<file path="src/design/nndg_div.sv">
`timescale 1ns / 1ps
module nndg_div #(
  parameter int NUM_W = 34,
  parameter int DEN_W = 12
) (
  input  logic             clk,
  input  logic             rst,
  input  logic             start,
  input  logic [NUM_W-1:0] num,
  input  logic [DEN_W-1:0] den,
  output logic             busy,
  output logic             done,
  output logic [NUM_W-1:0] quo
);

  localparam int CNT_W = $clog2(NUM_W + 1);

  logic [CNT_W-1:0] cnt;
  logic [DEN_W-1:0] rem;
  logic [DEN_W-1:0] den_q;
  logic [DEN_W:0]   trial;
  logic             ge;

  always_comb begin
    trial = {rem, quo[NUM_W-1]};
    ge    = trial >= {1'b0, den_q};
  end

  always_ff @(posedge clk) begin
    if (rst) begin
      busy <= 1'b0;
      done <= 1'b0;
      cnt  <= '0;
    end else begin
      done <= 1'b0;
      if (start) begin
        busy <= 1'b1;
        cnt  <= CNT_W'(NUM_W);
      end else if (busy) begin
        cnt <= cnt - CNT_W'(1);
        if (cnt == CNT_W'(1)) begin
          busy <= 1'b0;
          done <= 1'b1;
        end
      end
    end
  end

  // restoring division, one quotient bit per cycle
  always_ff @(posedge clk) begin
    if (start) begin
      quo   <= num;
      rem   <= '0;
      den_q <= den;
    end else if (busy) begin
      rem <= ge ? DEN_W'(trial - {1'b0, den_q}) : DEN_W'(trial);
      quo <= {quo[NUM_W-2:0], ge};
    end
  end

endmodule

</file>
<file path="config.mk">
export PLATFORM = sky130hd
export DESIGN_NAME = nndg_div
export DESIGN_NICKNAME = d
export VERILOG_FILES = /design/src/design/nndg_div.sv
export SDC_FILE = /design/constraint.sdc
export NUM_CORES = 1
export LEC_CHECK = 0
export BUFFER_PORTS_ARGS = -buffer_cell sky130_fd_sc_hd__buf_4
export CAP_MARGIN = 30
export CORE_MARGIN = 4
export CORE_UTILIZATION = 47
export DETAILED_ROUTE_END_ITERATION = 7
export PLACE_DENSITY = 0.8
export SETUP_SLACK_MARGIN = 0.02
export SKIP_LAST_GASP = 1
export SLEW_MARGIN = 10
export SYNTH_ARGS = -nofsm -noshare
export SYNTH_HDL_FRONTEND = slang
export SYNTH_SLANG_ARGS = --single-unit
</file>
<file path="constraint.sdc">
create_clock -name clk -period 4.75 [get_ports clk]
set_clock_uncertainty 0.1 [all_clocks]
set_input_delay 0.95 -clock clk [delete_from_list [all_inputs] [get_ports clk]]
set_output_delay 0.95 -clock clk [all_outputs]
set_load 0.01 [all_outputs]
</file>
==> reports/metrics.csv <==
metric;value;unit
clock sinks;66;
FF+latch count, synth;66;
Post-synth EDFFs;46;
crit path cell chain;inv_1, ha_1, a21o_1, a211o_1, a41o_1, a21oi_4, mux2_2, a211oi_1;
global placer's final weighted congestion;0.837;
status;finished, final reports clean;
Post-CTS Hold Buffers;0;
post-synth cell types;50;
CTS Buf Count;9;
CP startpoint kind;flip-flop;
post-route ant nets;0;
initial antenna violation count;0;
syn avg cell area;11.9;µm²
root buf cell;clkbuf_8;
n_diodes;0;
met1 Resource Use GR;21.4;%
power density cells;365;mW/mm²
Longest Clk Path Bufs;2;
max-capacitance violation count;0;
CP endpoint kind;flip-flop;
slew margin rel.;45.7;%
vias per cell;5.23;
post-CTS setup buffer count;0;
number of DRC markers in iteration 0;96;
met3 track demand over resource;6.97;%
proportion of layout cells with a drive suffix above 1;37.5;%
arrival time worst endpoint;2.76;ns
drt pass-1 iters;4;
worst vdd ir;230;µV
grt met2 use;26.5;%
family with the most delay on the worst path;compound AO/OA/AOI/OAI gates;
routed wire length;7030;µm
Synth Instances;277;
Setup Viol. Count Final;0;
final max-slew violation count;0;
grt ovf;0;
syn_nets;341;
TritonCTS clock tree;yes;
critical path's slowest cell;a21oi_4;
worst-margin pin slew;0.814;ns
WL/cell;15.1;µm
DRC violations left;0;
Detail Placement HPWL;4970;µm
die area;0.00845;mm²
P_leak;0.00180;µW
post-synthesis instance area;0.00331;mm²
row cnt;30;
Area Overhead vs Synth;28.0;%
Via Count;2425;
CP max FO;17;
Die Y;91.9;µm
Initial Util;48.4;%
Core Util, Final;62.0;%
most frequent cells in the layout;buf_4, edfxtp_1, mux2_2;
global route hottest layer;met2;
Syn. warnings;0;
HP Class;flip-flop to flip-flop;
worst skew pair latency;0.34;ns
CP required;4.90;ns
register area share after synthesis;53.8;%
RSZ-0062 raised after global routing;no;
Fmax;0.384;GHz
worst path bufs/invs;1;
crit share post-route;54.8;%
main flop type after synthesis;edfxtp_1;
Final Critical Period;2.60;ns
Final Hold Viols;0;
clock transition at the registers of the reported paths;0.07;ns
total track usage;17.2;%
H-tree lvl count;3;
Crit path largest cell delay;0.42;ns
buffers added on ports;84;
type of the worst setup path;flip-flop to flip-flop;
first-pass GRT wire length;11500;µm
final net count;427;
commonest non-fill, non-tap cell in the layout;buf_4;
core area;0.00683;mm²
largest net degree at the start of global routing;37;
I/O pin count;85;
cts repair resizes;0;
vias in the first global route;2448;
DIE WIDTH;91.9;µm
Post-synth ARST share;0;%
final setup TNS;0;ns
## registers in the layout, summed over array words and instances, names as in the netlist
name,count
den_q,12
done,1
cnt,6
busy,1
rem,12
quo,34
## where the power goes
part           switching, µW  internal (µW)
logic                    155            165
clock network            208            307
registers               31.4            679
total                    395           1150
## layout make-up
class / instances / area, µm²
Sequential cell: 66 / 1780
Timing Repair Buffer: 86 / 646
Clock inverter: 4 / 67.6
Tap cell: 96 / 120
Clock buffer: 12 / 145
Inverter: 19 / 71.3
Fill cell: 570 / 2600
Multi-Input combinational cell: 181 / 1400
## final timing paths
path                                           from                  end  slack (ns)  depth (start not counted)
worst max-delay path            den_q[10]$_DFFE_PP_  rem[0]$_SDFFE_PP0P_        2.15                          8
worst min-delay path            rem[4]$_SDFFE_PP0P_  rem[4]$_SDFFE_PP0P_        0.41                          2
worst min register to register  rem[4]$_SDFFE_PP0P_  rem[4]$_SDFFE_PP0P_        0.41                          2
worst max register to register  den_q[10]$_DFFE_PP_  rem[0]$_SDFFE_PP0P_        2.15                          8
## logic make-up (layout without fill, tap and decap cells)
family                     after synthesis  in the layout  share of synthesized area (%)
and+or+nand+nor                         63             63                           9.53
DFF                                     66             66                           53.8
AOI/OAI and AO/OA                       53             53                           10.9
adders and majority gates               15             15                           5.90
muxes                                   40             40                           13.4
buffers and inverters                   30            121                           3.74
xor gates and xnor gates                10             10                           2.65
## per-stage QoR
stage / power [µW] / setup WS [ns] / hold slack [ns] / instances / instance area, µm²
finish: 1550 / 2.15 / 0.405 / 464 / 4240
global route: 1630 / 1.98 / 0.432 / 464 / 4240
CTS: 1560 / 2.14 / 0.407 / 464 / 4240
detailed placement: 1040 / 2.14 / 0.397 / 448 / 4020
global placement: 1030 / 2.20 / 0.390 / 448 / 4020
floorplan: 922 / 2.15 / 0.371 / 277 / 3310
## worst min-delay path: stages (launching register included)
cell and delay [ns]:
dfxtp_1 0.33, nor2_1 0.08, a211oi_1 0.05
## cell usage after synthesis (2+ instances only)
library cell | n | area [µm²]
inv_1 | 19 | 71.3
a311oi_1 | 2 | 17.5
nor3b_1 | 2 | 15.0
nand3_1 | 3 | 15.0
clkbuf_1 | 4 | 15.0
nand2_1 | 9 | 33.8
o21a_1 | 2 | 15.0
nor4b_1 | 2 | 17.5
xnor2_1 | 6 | 52.6
dfxtp_1 | 20 | 400
a21oi_1 | 16 | 80.1
buf_1 | 6 | 22.5
o22ai_1 | 2 | 12.5
ha_1 | 14 | 175
or2_2 | 3 | 18.8
nor3_1 | 7 | 35.0
xor2_1 | 4 | 35.0
edfxtp_1 | 46 | 1380
nand2b_1 | 4 | 25.0
a211oi_1 | 5 | 37.5
nor2b_1 | 3 | 18.8
mux2i_1 | 5 | 50.1
o21ai_0 | 7 | 35.0
mux2_2 | 35 | 394
nor2_1 | 23 | 86.3
a21o_1 | 4 | 30.0
## per-layer routing
metal | part of all wire (%) | vias up | wire length, µm
li1 | - | 1198 | -
met1 | 44 | 1142 | 3060
met2 | 47 | 76 | 3290
met3 | 8.2 | 9 | 575
met4 | 1.3 | 0 | 93
met5 | 0 | - | 0
No activity file was read; power rests on OpenSTA's default activity.
