## config.mk

```make
export PLATFORM = sky130hd
export DESIGN_NAME = nndg_ring
export DESIGN_NICKNAME = d
export VERILOG_FILES = /design/src/design/nndg_pkg.sv /design/src/design/nndg_ring.sv
export SDC_FILE = /design/constraint.sdc
export NUM_CORES = 2
export LEC_CHECK = 0
export BUFFER_PORTS_ARGS = -buffer_cell sky130_fd_sc_hd__buf_4
export CORE_MARGIN = 2
export CORE_UTILIZATION = 30
export CTS_CLUSTER_DIAMETER = 120
export DETAILED_ROUTE_END_ITERATION = 7
export MAX_ROUTING_LAYER = met4
export PLACE_DENSITY = 0.41
export SYNTH_ARGS = -nofsm -noshare
export SYNTH_HDL_FRONTEND = slang
export SYNTH_SLANG_ARGS = --single-unit
```

## constraint.sdc

```tcl
create_clock -name clk -period 4.6 [get_ports clk]
set_input_delay 0 -clock clk [delete_from_list [all_inputs] [get_ports clk]]
set_output_delay 0 -clock clk [all_outputs]
set_load 0.01 [all_outputs]
```

## src/design/nndg_pkg.sv

```systemverilog
`timescale 1ns / 1ps
package nndg_pkg;

  localparam int BASE_W   = 3;
  localparam int CFG_W    = 11;
  localparam int POS_W    = 32;
  localparam int ENERGY_W = 19;
  localparam int ENTRY_W  = 9;

  localparam logic [ENERGY_W-1:0] ENERGY_MAX = '1;
  localparam logic [CFG_W-1:0]    WIN_RESET  = 11'd100;
  localparam logic [CFG_W-1:0]    STEP_RESET = 11'd10;

  localparam logic [BASE_W-1:0] BASE_T = 3'd3;
  localparam logic [BASE_W-1:0] BASE_N = 3'd4;

  typedef enum logic [1:0] {
    REG_LIBRARY  = 2'd0,
    REG_WINDOW   = 2'd1,
    REG_STEP     = 2'd2,
    REG_GRADIENT = 2'd3
  } reg_idx_t;

  typedef struct packed {
    logic start;
    logic lib;
    logic gradient;
  } scan_ctl_t;

  // stacking energies in hundredths, row = library, column = {first, second} base
  localparam logic [ENTRY_W-1:0] NN_TABLE [2][16] = '{
    '{9'd102, 9'd143, 9'd116, 9'd73,  9'd138, 9'd177, 9'd209, 9'd116,
      9'd146, 9'd228, 9'd177, 9'd143, 9'd60,  9'd146, 9'd138, 9'd102},
    '{9'd190, 9'd130, 9'd160, 9'd150, 9'd190, 9'd310, 9'd360, 9'd160,
      9'd160, 9'd310, 9'd310, 9'd130, 9'd90,  9'd160, 9'd190, 9'd190}
  };

  function automatic logic [ENTRY_W-1:0] nn_energy(input logic lib,
                                                   input logic [1:0] a,
                                                   input logic [1:0] b);
    return NN_TABLE[lib][{a, b}];
  endfunction

  function automatic logic [ENERGY_W-1:0] sat_energy(input logic [63:0] x);
    logic [ENERGY_W-1:0] r;
    if (x > 64'(ENERGY_MAX)) r = ENERGY_MAX;
    else r = ENERGY_W'(x);
    return r;
  endfunction

endpackage

```

## src/design/nndg_ring.sv

```systemverilog
`timescale 1ns / 1ps
module nndg_ring import nndg_pkg::*; #(
  parameter int MAX_WINDOW = 1024
) (
  input  logic                                         clk,
  input  logic                                         we,
  input  logic [((MAX_WINDOW > 1) ? $clog2(MAX_WINDOW) : 1)-1:0] waddr,
  input  logic [BASE_W-1:0]                            wdata,
  input  logic                                         re,
  input  logic [((MAX_WINDOW > 1) ? $clog2(MAX_WINDOW) : 1)-1:0] raddr,
  output logic [BASE_W-1:0]                            rdata
);

  logic [BASE_W-1:0] mem [MAX_WINDOW];

  always_ff @(posedge clk) begin
    if (we) begin
      mem[waddr] <= wdata;
    end
    if (re) begin
      rdata <= mem[raddr];
    end
  end

endmodule

```

==> summary.txt <==
Detailed routing
  – Total length of routed wires: around 400,000 microns
  – Drt pass-1 iters: 5
  – DR DRC count: 0
  – Via-to-Cell Ratio: 5.18
  – Wirelength per Cell: 32.1 microns
  – Vias: 65,043
  – Drt first-iter violations: between 7,000 and 8,000
  – DRT antenna net count: 0

Layout
  – Area taken by multi-input logic gates: 28,600 sq um
  – # nets final: around 6,800
  – Fill count: 38,402
  – Syn-to-layout area delta: 15.5%
  – Register Area: 92,300 sq um
  – Share of layout cells above drive strength 1: 0.224

Hold path
  – Hold Path Sink: rdata[2]
  – Hold Crit Depth: 5
  – Hold path start: raddr[7]
  – Class of the worst hold path: in2reg

Worst setup path
  – Critical Setup Path Class: reg2reg
  – Crit. End Element: flop
  – Reg2Reg Setup Slack: 1.14 ns
  – CP max FO: 2
  – RR Startpoint: mem[319][2]
  – Critical Path RT: 5.27 ns
  – RR Endpoint: rdata[2]
  – Crit path DAT: 4.14 ns
  – Path depth of the worst reg2reg path: 9
  – CP startpoint kind: flop

Power
  – Combinational power share: 0.052
  – Power Density: 430 nW/um^2
  – Internal cell power: 47.6 mW
  – LEAKAGE: about 44 nW
  – Sw Share: 0.226
  – Sw power: approximately 14 mW
  – VDD IR max: 0.000286 V
  – Clk pwr share: 0.445
  – Post-layout power: 61.4 mW
  – Part of the power in registers: 0.503

Clock network
  – CTS buffer count: 352
  – CTS root buf: clkbuf_16
  – Clock sinks: roughly 3,100
  – CTS H-Tree Depth: 5
  – CTS tree: yes
  – Clock slew at reported path FFs: 0.06 ns
  – Clock Latency Late Sink: ~0.95 ns
  – Total setup buffers inserted after CTS: 0
  – Clock buffer depth: 4

Timing
  – Crit path time final: 3.46 ns
  – Crit share post-route: 0.753
  – Final setup fails: 0
  – RSZ-0062 raised after global routing: no
  – Slew headroom: 0.0982
  – Setup TNS Final: 0 ns
  – Hold Fails Final Rpt: 0
  – Max-slew violation count: 0
  – Setup Skew: 0.0641 ns
  – Maximum clock rate: 0.289 GHz
  – PnR worst setup slack: 1.14 ns
  – Least-Margin Pin Slew: 1.34 ns

Die
  – Site Rows: roughly 240
  – Core area: 410,000 sq um
  – Initial Util: 0.302
  – Die width: 646 microns
  – Die height: approximately 650 microns
  – I/O pin count: 29
  – Die area: 418,000 sq um

Flow run
  – Max-cap violations: 0

Synthesis
  – Yosys warns: 0
  – Synth top cells by count: edfxtp_1 (3,075), nor2_1 (1,080), mux4_2 (635), mux2i_1 (322), clkbuf_1 (243)
  – Mapped Avg Cell Area: 18.9 sq um
  – Post-synthesis compound-gate area fraction: 0.0304
  – Async SR Flop Fraction: 0
  – Synth Cell Area: approximately 120,000 sq um
  – Mux contribution to synthesized area: 0.149
  – Register area share after synthesis: 0.746
  – Synth area leaders: edfxtp_1 (75%), mux4_2 (12%), nor2_1 (3.3%), mux2i_1 (2.6%), clkbuf_1 (0.74%)
  – Yosys top cell area share: 0.746
  – Top_reg_cell synth: edfxtp_1
  – Combinational family with the most area after synthesis: multiplexers
  – Synth Area in Adders: 0
  – Post-Synth Simple-Gate Area: 0.0484
  – Cell with the most instances after synthesis: edfxtp_1
  – Syn Nets: ~6,600
  – Largest area contributor in the netlist: edfxtp_1
  – Synth Register Bits: 3,075
  – XOR/XNOR Fraction of Synth Area: 0
  – Post-synth EDFFs: slightly above 3,000
  – Synth cell types: 78
  – Post-synthesis cell count: about 6,500

GRT
  – GR Util All Layers: 0.196
  – Vias in the first global route: between 60,000 and 70,000
  – Largest net degree at the start of global routing: 171
  – Grt ovf: 0
  – Global-route wire length before repair: 556,000 microns
  – Initial antenna violation count: 48

Place
  – # port buffers: 28
  – Setup WS pre-CTS: 0.294 ns
  – RD Place Congestion: roughly 0.80
  – HPWL after detailed placement: 247,000 microns

Run status
  – Outcome: finished, final reports clean
[registers in the layout, summed over array words and instances (netlist names)]
| name | cells |
|---|---|
| mem | 3072 |
| rdata | 3 |
[cell usage in the layout, fill, tap and decap left out, types with 17 or more instances in the layout]
| cell type | instances |
|---|---|
| buf_12 | 68 |
| a211oi_1 | 29 |
| nor2_1 | 1077 |
| dlygate4sd3_1 | 21 |
| clkinv_1 | 85 |
| mux4_2 | 635 |
| o221ai_1 | 99 |
| o21ai_0 | 51 |
| clkbuf_16 | 358 |
| edfxtp_1 | 3075 |
| bufinv_16 | 24 |
| clkinv_2 | 71 |
| a21oi_1 | 79 |
| mux2i_1 | 322 |
| a221oi_1 | 17 |
| o22ai_1 | 84 |
| mux4_1 | 27 |
| nor3_1 | 53 |
| a22o_1 | 21 |
| clkbuf_1 | 69 |
| nand2_1 | 116 |
| nand3_1 | 24 |
| buf_4 | 298 |
| a22oi_1 | 61 |
| nand3_4 | 24 |
| nor4_1 | 17 |
[metal layers]
layer	share of wire	vias to the layer above	routed length [microns]	global-route usage
met5	0	-	0	-
met4	0.022	0	9050	0.0435
met3	0.058	487	23500	0.0219
met2	0.48	2218	192000	0.310
met1	0.44	35294	178000	0.271
li1	-	27044	-	-
[what timing repair did]
action / in CTS / in global routing
endpoints found under the hold margin: 1465 / 0
resized for setup: 0 / 0
hold buffers: 21 / 0
[layout make-up]
cell class / count / share of cell area
Inverter: 5 / 0.000201
Clock buffer: 427 / 0.0645
Multi-Input combinational cell: 2971 / 0.201
Clock inverter: 215 / 0.0131
Timing Repair Buffer: 394 / 0.0274
Tap cell: 5451 / 0.0477
Antenna cell: 11 / 0.000193
Sequential cell: 3075 / 0.646
[critical path, cell delays in order, from the launching register on]
cell and delay, ns:
edfxtp_1 0.36, mux4_2 0.52, mux4_2 0.55, a22o_1 0.30
a211o_1 0.46, nand4_1 0.48, buf_4 0.20, nor3_1 0.04
o22ai_1 0.16, nand4_1 0.11
[cell families after synthesis]
logic type / count (synthesis)
AOI/OAI and AO/OA: 526
DFF: 3075
and+or+nand+nor: 1443
buffers and inverters: 498
muxes: 1002
[worst max-delay path by stage]
stage | start | to | slack, ns | cells after the start
2_1_floorplan | raddr[0] | rdata[1] | 2.12 | 8
3_3_place_gp | raddr[0] | rdata[1] | 0.11 | 11
3_5_place_dp | raddr[4] | rdata[2] | 0.29 | 11
4_1_cts | mem[319][2] | rdata[2] | 1.09 | 9
5_1_grt | mem[319][2] | rdata[2] | 1.11 | 9
6_report | mem[319][2] | rdata[2] | 1.14 | 9
[through the flow]
| step | hold WS (ns) | util | area (sq um) | std cells |
|---|---|---|---|---|
| after floorplan | 0.0989 | - | 124000 | 6544 |
| after global placement | 0.357 | 0.321 | 132000 | 11875 |
| after detailed placement | 0.352 | 0.321 | 132000 | 11875 |
| after CTS | 0.0130 | 0.348 | 143000 | 12538 |
| after global routing | 0.0692 | 0.348 | 143000 | 12544 |
| final | 0.0905 | 0.348 | 143000 | 12549 |
[power by group through the flow]
stage	registers, mW	logic, mW	clock network (mW)
final	30.9	3.21	27.3
after global routing	30.9	3.39	29.0
after CTS	30.9	3.28	28.0
after detailed placement	31.5	3.26	0
after global placement	31.5	3.26	0
after floorplan	31.4	1.61	0
No activity file was read; power rests on OpenSTA's default activity.
