--- src/design/nndg_pkg.sv ---
`timescale 1ns / 1ps
package nndg_pkg;

  localparam int BASE_W   = 3;
  localparam int CFG_W    = 11;
  localparam int POS_W    = 32;
  localparam int ENERGY_W = 19;
  localparam int ENTRY_W  = 9;

  localparam logic [ENERGY_W-1:0] ENERGY_MAX = '1;
  localparam logic [CFG_W-1:0]    WIN_RESET  = 11'd100;
  localparam logic [CFG_W-1:0]    STEP_RESET = 11'd10;

  localparam logic [BASE_W-1:0] BASE_T = 3'd3;
  localparam logic [BASE_W-1:0] BASE_N = 3'd4;

  typedef enum logic [1:0] {
    REG_LIBRARY  = 2'd0,
    REG_WINDOW   = 2'd1,
    REG_STEP     = 2'd2,
    REG_GRADIENT = 2'd3
  } reg_idx_t;

  typedef struct packed {
    logic start;
    logic lib;
    logic gradient;
  } scan_ctl_t;

  // stacking energies in hundredths, row = library, column = {first, second} base
  localparam logic [ENTRY_W-1:0] NN_TABLE [2][16] = '{
    '{9'd102, 9'd143, 9'd116, 9'd73,  9'd138, 9'd177, 9'd209, 9'd116,
      9'd146, 9'd228, 9'd177, 9'd143, 9'd60,  9'd146, 9'd138, 9'd102},
    '{9'd190, 9'd130, 9'd160, 9'd150, 9'd190, 9'd310, 9'd360, 9'd160,
      9'd160, 9'd310, 9'd310, 9'd130, 9'd90,  9'd160, 9'd190, 9'd190}
  };

  function automatic logic [ENTRY_W-1:0] nn_energy(input logic lib,
                                                   input logic [1:0] a,
                                                   input logic [1:0] b);
    return NN_TABLE[lib][{a, b}];
  endfunction

  function automatic logic [ENERGY_W-1:0] sat_energy(input logic [63:0] x);
    logic [ENERGY_W-1:0] r;
    if (x > 64'(ENERGY_MAX)) r = ENERGY_MAX;
    else r = ENERGY_W'(x);
    return r;
  endfunction

endpackage

--- src/design/nndg_acc.sv ---
`timescale 1ns / 1ps
module nndg_acc import nndg_pkg::*; #(
  parameter int MAX_WINDOW = 1024
) (
  input  logic                                                   clk,
  input  logic                                                   rst,
  input  scan_ctl_t                                              ctl,
  input  logic [$clog2(MAX_WINDOW + 1)-1:0]                      win,
  input  logic [((MAX_WINDOW > 1) ? $clog2(MAX_WINDOW) : 1)-1:0] end_ptr,
  output logic                                                   rd_en,
  output logic [((MAX_WINDOW > 1) ? $clog2(MAX_WINDOW) : 1)-1:0] rd_addr,
  input  logic [BASE_W-1:0]                                      rd_data,
  output logic                                                   busy,
  output logic                                                   done,
  output logic [2*$clog2(MAX_WINDOW + 1)+9-1:0]                  sum
);

  localparam int AW     = (MAX_WINDOW > 1) ? $clog2(MAX_WINDOW) : 1;
  localparam int WIN_W  = $clog2(MAX_WINDOW + 1);
  localparam int SUM_W  = 2*WIN_W + 9;
  localparam int PROD_W = ENTRY_W + WIN_W;

  logic              issuing;
  logic [WIN_W-1:0]  issue_cnt;
  logic              rvalid;
  logic [WIN_W-1:0]  k_d;
  logic              lib_q;
  logic              grad_q;
  logic [WIN_W-1:0]  win_q;
  logic [BASE_W-1:0] prev;
  logic              p1, last1, p2, last2;
  logic [ENTRY_W-1:0] e1;
  logic [WIN_W-1:0]  w1;
  logic [PROD_W-1:0] prod;

  logic [WIN_W-1:0]  wm1;
  logic              ptr_ge;
  logic [AW:0]       start_ext;
  logic [AW-1:0]     start_idx;
  logic [WIN_W-1:0]  s_idx, mid, weight;
  logic [ENTRY_W-1:0] energy;

  // oldest base of the window sits win-1 entries behind the newest one
  always_comb begin
    wm1       = win - WIN_W'(1);
    ptr_ge    = (AW + 1)'(end_ptr) >= (AW + 1)'(wm1);
    start_ext = (AW + 1)'(end_ptr) + (ptr_ge ? '0 : (AW + 1)'(MAX_WINDOW)) - (AW + 1)'(wm1);
    start_idx = start_ext[AW-1:0];
  end

  always_comb begin
    s_idx  = k_d - WIN_W'(1);
    mid    = (win_q >> 1) - WIN_W'(1);
    weight = (s_idx <= mid) ? s_idx + WIN_W'(1) : ((mid << 1) + WIN_W'(1)) - s_idx;
    if (prev > BASE_T || rd_data > BASE_T) energy = '0;
    else energy = nn_energy(lib_q, prev[1:0], rd_data[1:0]);
  end

  assign rd_en = issuing;

  always_ff @(posedge clk) begin
    if (rst) begin
      issuing <= 1'b0;
      rvalid  <= 1'b0;
      p1      <= 1'b0;
      p2      <= 1'b0;
      busy    <= 1'b0;
      done    <= 1'b0;
    end else begin
      done   <= 1'b0;
      rvalid <= issuing;
      p1     <= rvalid && (k_d != '0);
      p2     <= p1;
      if (ctl.start) begin
        issuing <= 1'b1;
        busy    <= 1'b1;
      end else if (issuing && issue_cnt == win_q - WIN_W'(1)) begin
        issuing <= 1'b0;
      end
      if (p2 && last2) begin
        busy <= 1'b0;
        done <= 1'b1;
      end
    end
  end

  always_ff @(posedge clk) begin
    if (ctl.start) begin
      rd_addr   <= start_idx;
      issue_cnt <= '0;
      lib_q     <= ctl.lib;
      grad_q    <= ctl.gradient;
      win_q     <= win;
      sum       <= '0;
    end else begin
      if (issuing) begin
        rd_addr   <= (rd_addr == AW'(MAX_WINDOW - 1)) ? '0 : rd_addr + AW'(1);
        issue_cnt <= issue_cnt + WIN_W'(1);
      end
      if (p2) begin
        sum <= sum + SUM_W'(prod);
      end
    end
    k_d <= issue_cnt;
    if (rvalid) begin
      prev <= rd_data;
    end
    last1 <= rvalid && (k_d == win_q - WIN_W'(1));
    e1    <= energy;
    w1    <= weight;
    last2 <= last1;
    prod  <= grad_q ? PROD_W'(e1) * PROD_W'(w1) : PROD_W'(e1);
  end

endmodule

--- config.mk ---
export PLATFORM = sky130hd
export DESIGN_NAME = nndg_acc
export DESIGN_NICKNAME = d
export VERILOG_FILES = /design/src/design/nndg_pkg.sv /design/src/design/nndg_acc.sv
export SDC_FILE = /design/constraint.sdc
export NUM_CORES = 1
export LEC_CHECK = 0
export ABC_AREA = 1
export ABC_CLOCK_PERIOD_IN_PS = 4400
export BUFFER_PORTS_ARGS = -buffer_cell sky130_fd_sc_hd__buf_2
export CAP_MARGIN = 5
export CORE_AREA = 3 3 149 151
export CTS_CLUSTER_SIZE = 24
export DETAILED_ROUTE_END_ITERATION = 7
export DIE_AREA = 0 0 152 154
export GPL_ROUTABILITY_DRIVEN = 0
export PLACE_DENSITY = 0.78
export SLEW_MARGIN = 20
export SYNTH_ARGS = -nofsm -noshare
export SYNTH_HDL_FRONTEND = slang
export SYNTH_SLANG_ARGS = --single-unit
--- constraint.sdc ---
create_clock -name clk -period 4.4 [get_ports clk]
set_clock_uncertainty 0.15 [all_clocks]
set_input_delay 0.66 -clock clk [delete_from_list [all_inputs] [get_ports clk]]
set_output_delay 0.66 -clock clk [all_outputs]
set_load 0.005 [all_outputs]
==> out/qor.txt <==
commonest non-fill, non-tap cell in the layout -> nand2_1
area grow syn2layout -> 11.83%
CTS sink cnt -> 127
number of max-cap violations -> 0
min Tclk post-route -> 4.220 ns
Avg Cell Area, Syn -> 6.927 um^2
Post-Syn Nets -> 1,927
Synth warnings -> 0
dpl hpwl -> 23,130 um
Cells after Synth -> 1,720
crit share post-route -> 95.91%
remaining routing DRC violations -> 0
Clock Root Buffer -> clkbuf_16
hold path startpoint -> last1
Initial Util -> 56.85%
dpl ws -> -0.03733 ns
worst setup path category -> reg2reg
CP startpoint -> w1[2]
register area share after synthesis -> 23.52%
largest net degree at the start of global routing -> 51
# hold bufs at CTS -> 0
Clock transition at path regs -> 0.06 ns
area of the core -> 20,960 um^2
row count -> 53
die height -> 154 um
relative slew slack -> 50.68%
Max Root-Sink Buffers -> 2
Die Wd -> 152 um
Worst-Margin Slew -> 0.7398 ns
initial antenna violation count -> 0
routed len/inst -> 14.19 um
Pre-Repair DR Iteration Count -> 6
Finished Layout Cells -> 2,078
Final Hold Fails -> 0
Placed Instances -> 2,045
Vias/cell -> 5.289
fraction of layout cells with a size suffix above 1 -> 11.20%
H-Tree Depth -> 4
Achievable Freq -> 237.0 MHz
footprint of the multi-input gates -> 7836 um^2
# diodes -> 0
Max VDD drop -> 0.2898 mV
vias in the first global route -> 10.49k
Tot GR Track Use -> 24.83%
R2R Path Start -> w1[2]
Post-layout nets -> 1,997
Max FO, Critical Path -> 9
pwr dens -> 337.2 nW/um^2
status -> finished clean
Inserted Clock Buffers -> 17
top_reg_cell synth -> dfxtp_1
Critical Path End Type -> flop
final setup vio count -> 0
post-place instance area -> 12,590 um^2
Congestion Overflow GR -> 0
fraction of registers with async set or reset after synthesis -> 0%
Detailed Route Iter0 Violations -> 717
FF+latch count, synth -> 127
top cell type's share of synthesized area -> 16.97%
Seq. cell area -> 2850 um^2
largest cells by area after synthesis -> dfxtp_1, nand2_1, ha_1
Hold Path Class -> reg2reg
total wire length -> 29,480 um
I/O pin cnt -> 73
CTS tree -> built
latest clock arrival within the worst-skew pair -> 0.43 ns
Yosys top cell by area -> dfxtp_1
CP Data Arrival Time -> 4.40 ns
Worst EP required -> 4.58 ns
final instance area -> 13,320 um^2
routed via count -> 10.99k
Post-DRT Antenna Nets -> 0
synthesized cell area -> 11,910 um^2
DIE AREA -> 23,410 um^2
filler instances -> 1,880
reg2reg setup slack -> 0.18 ns
Post-synth EDFFs -> 26
library cells used by synthesis -> 49
startpoint class of the critical path -> flop
leak pwr -> 7.224 nW
fin. max-slew vios -> 0
most frequent cells in the layout -> nand2_1, inv_1, nor2_1
PortBufs -> 72
first-pass GRT wire length -> 48,610 um
Final WS setup -> 0.1802 ns
-- cells by family after synthesis --
group / count (synthesis) / synth area share, %
adder cells (fa/ha/maj): 178 / 22.92
XOR/XNOR: 56 / 4.579
AND/OR/NAND/NOR: 787 / 27.77
AO/OA/AOI/OAI: 212 / 9.830
buffers and inverters: 360 / 11.38
flip-flops: 127 / 23.52
-- routing by layer --
metal	global-route usage (%)	wire, um
met1	31.30	12710
met2	42.63	14340
met3	4.306	1665
met4	9.632	777
met5	0	0
-- report_power, final --
part           switching [mW]  leakage (nW)  internal (mW)
clock network           0.579         0.293          0.837
registers               0.206          1.09           1.35
logic                   0.928          5.84          0.593
-- critical path, stage by stage (launching register included) --
cell,delay (ns)
dfxtp_4,0.38
nand2_1,0.07
inv_1,0.05
fa_1,0.51
fa_1,0.52
fa_1,0.55
inv_1,0.06
fa_1,0.59
inv_1,0.06
ha_1,0.37
a21oi_2,0.19
o21ai_1,0.12
o21bai_2,0.23
nand2_1,0.08
nand3b_1,0.08
nand2_1,0.06
nor2_1,0.05
-- cell type report --
class	instances	area share, %
clock buffers	19	3.484
repair buffers	90	3.719
multi-input cells	1233	58.82
clock inverters	13	0.9579
flip-flops and latches	127	21.39
well taps	275	2.583
inverters	321	9.044
-- registers in the layout, summed over array words and instances (netlist names), 3 cells and up --
register,flops
rd_addr,10
issue_cnt,11
prod,20
e1,9
w1,11
sum,31
win_q,11
k_d,11
prev,3
-- synthesized netlist by cell type (8+ instances only) --
cell type	number
or2_2	9
xor2_1	37
inv_1	313
nor3_1	20
fa_1	67
edfxtp_1	26
ha_1	111
o21ai_0	77
nand2_1	436
a31oi_1	8
clkbuf_1	33
nand4_1	12
nor2_1	170
dfxtp_1	101
nor2_2	9
o21bai_1	8
nand3_1	104
a21oi_1	87
nand2_2	8
xnor2_1	14
-- path summary, 6_finish.rpt --
kind                   end  cells after the start
setup / recovery  prod[15]                     16
hold / removal       last2                      0
setup reg to reg  prod[15]                     16
hold reg to reg      last2                      0
-- what timing repair did --
item / 4_1_cts / 5_1_grt
gates cloned: 0 / 0
gates resized for setup: 12 / 36
endpoints found under the setup margin: 3 / 12
pin swaps: 0 / 2
buffers inserted: 0 / 1
-- stage by stage --
| stage | setup TNS (ns) | hold slack [ns] | power [mW] | utilization, % |
|---|---|---|---|---|
| 2_1_floorplan | 0 | 0.1596 | 2.579 | - |
| 3_3_place_gp | 0 | 0.1661 | 2.951 | 60.10 |
| 3_5_place_dp | -0.05355 | 0.1635 | 3.004 | 60.10 |
| 4_1_cts | 0 | 0.1784 | 4.445 | 62.99 |
| 5_1_grt | -0.02473 | 0.1957 | 4.788 | 63.58 |
| 6_report | 0 | 0.1755 | 4.492 | 63.58 |
Note: power is estimated with default switching activity, not from simulation.
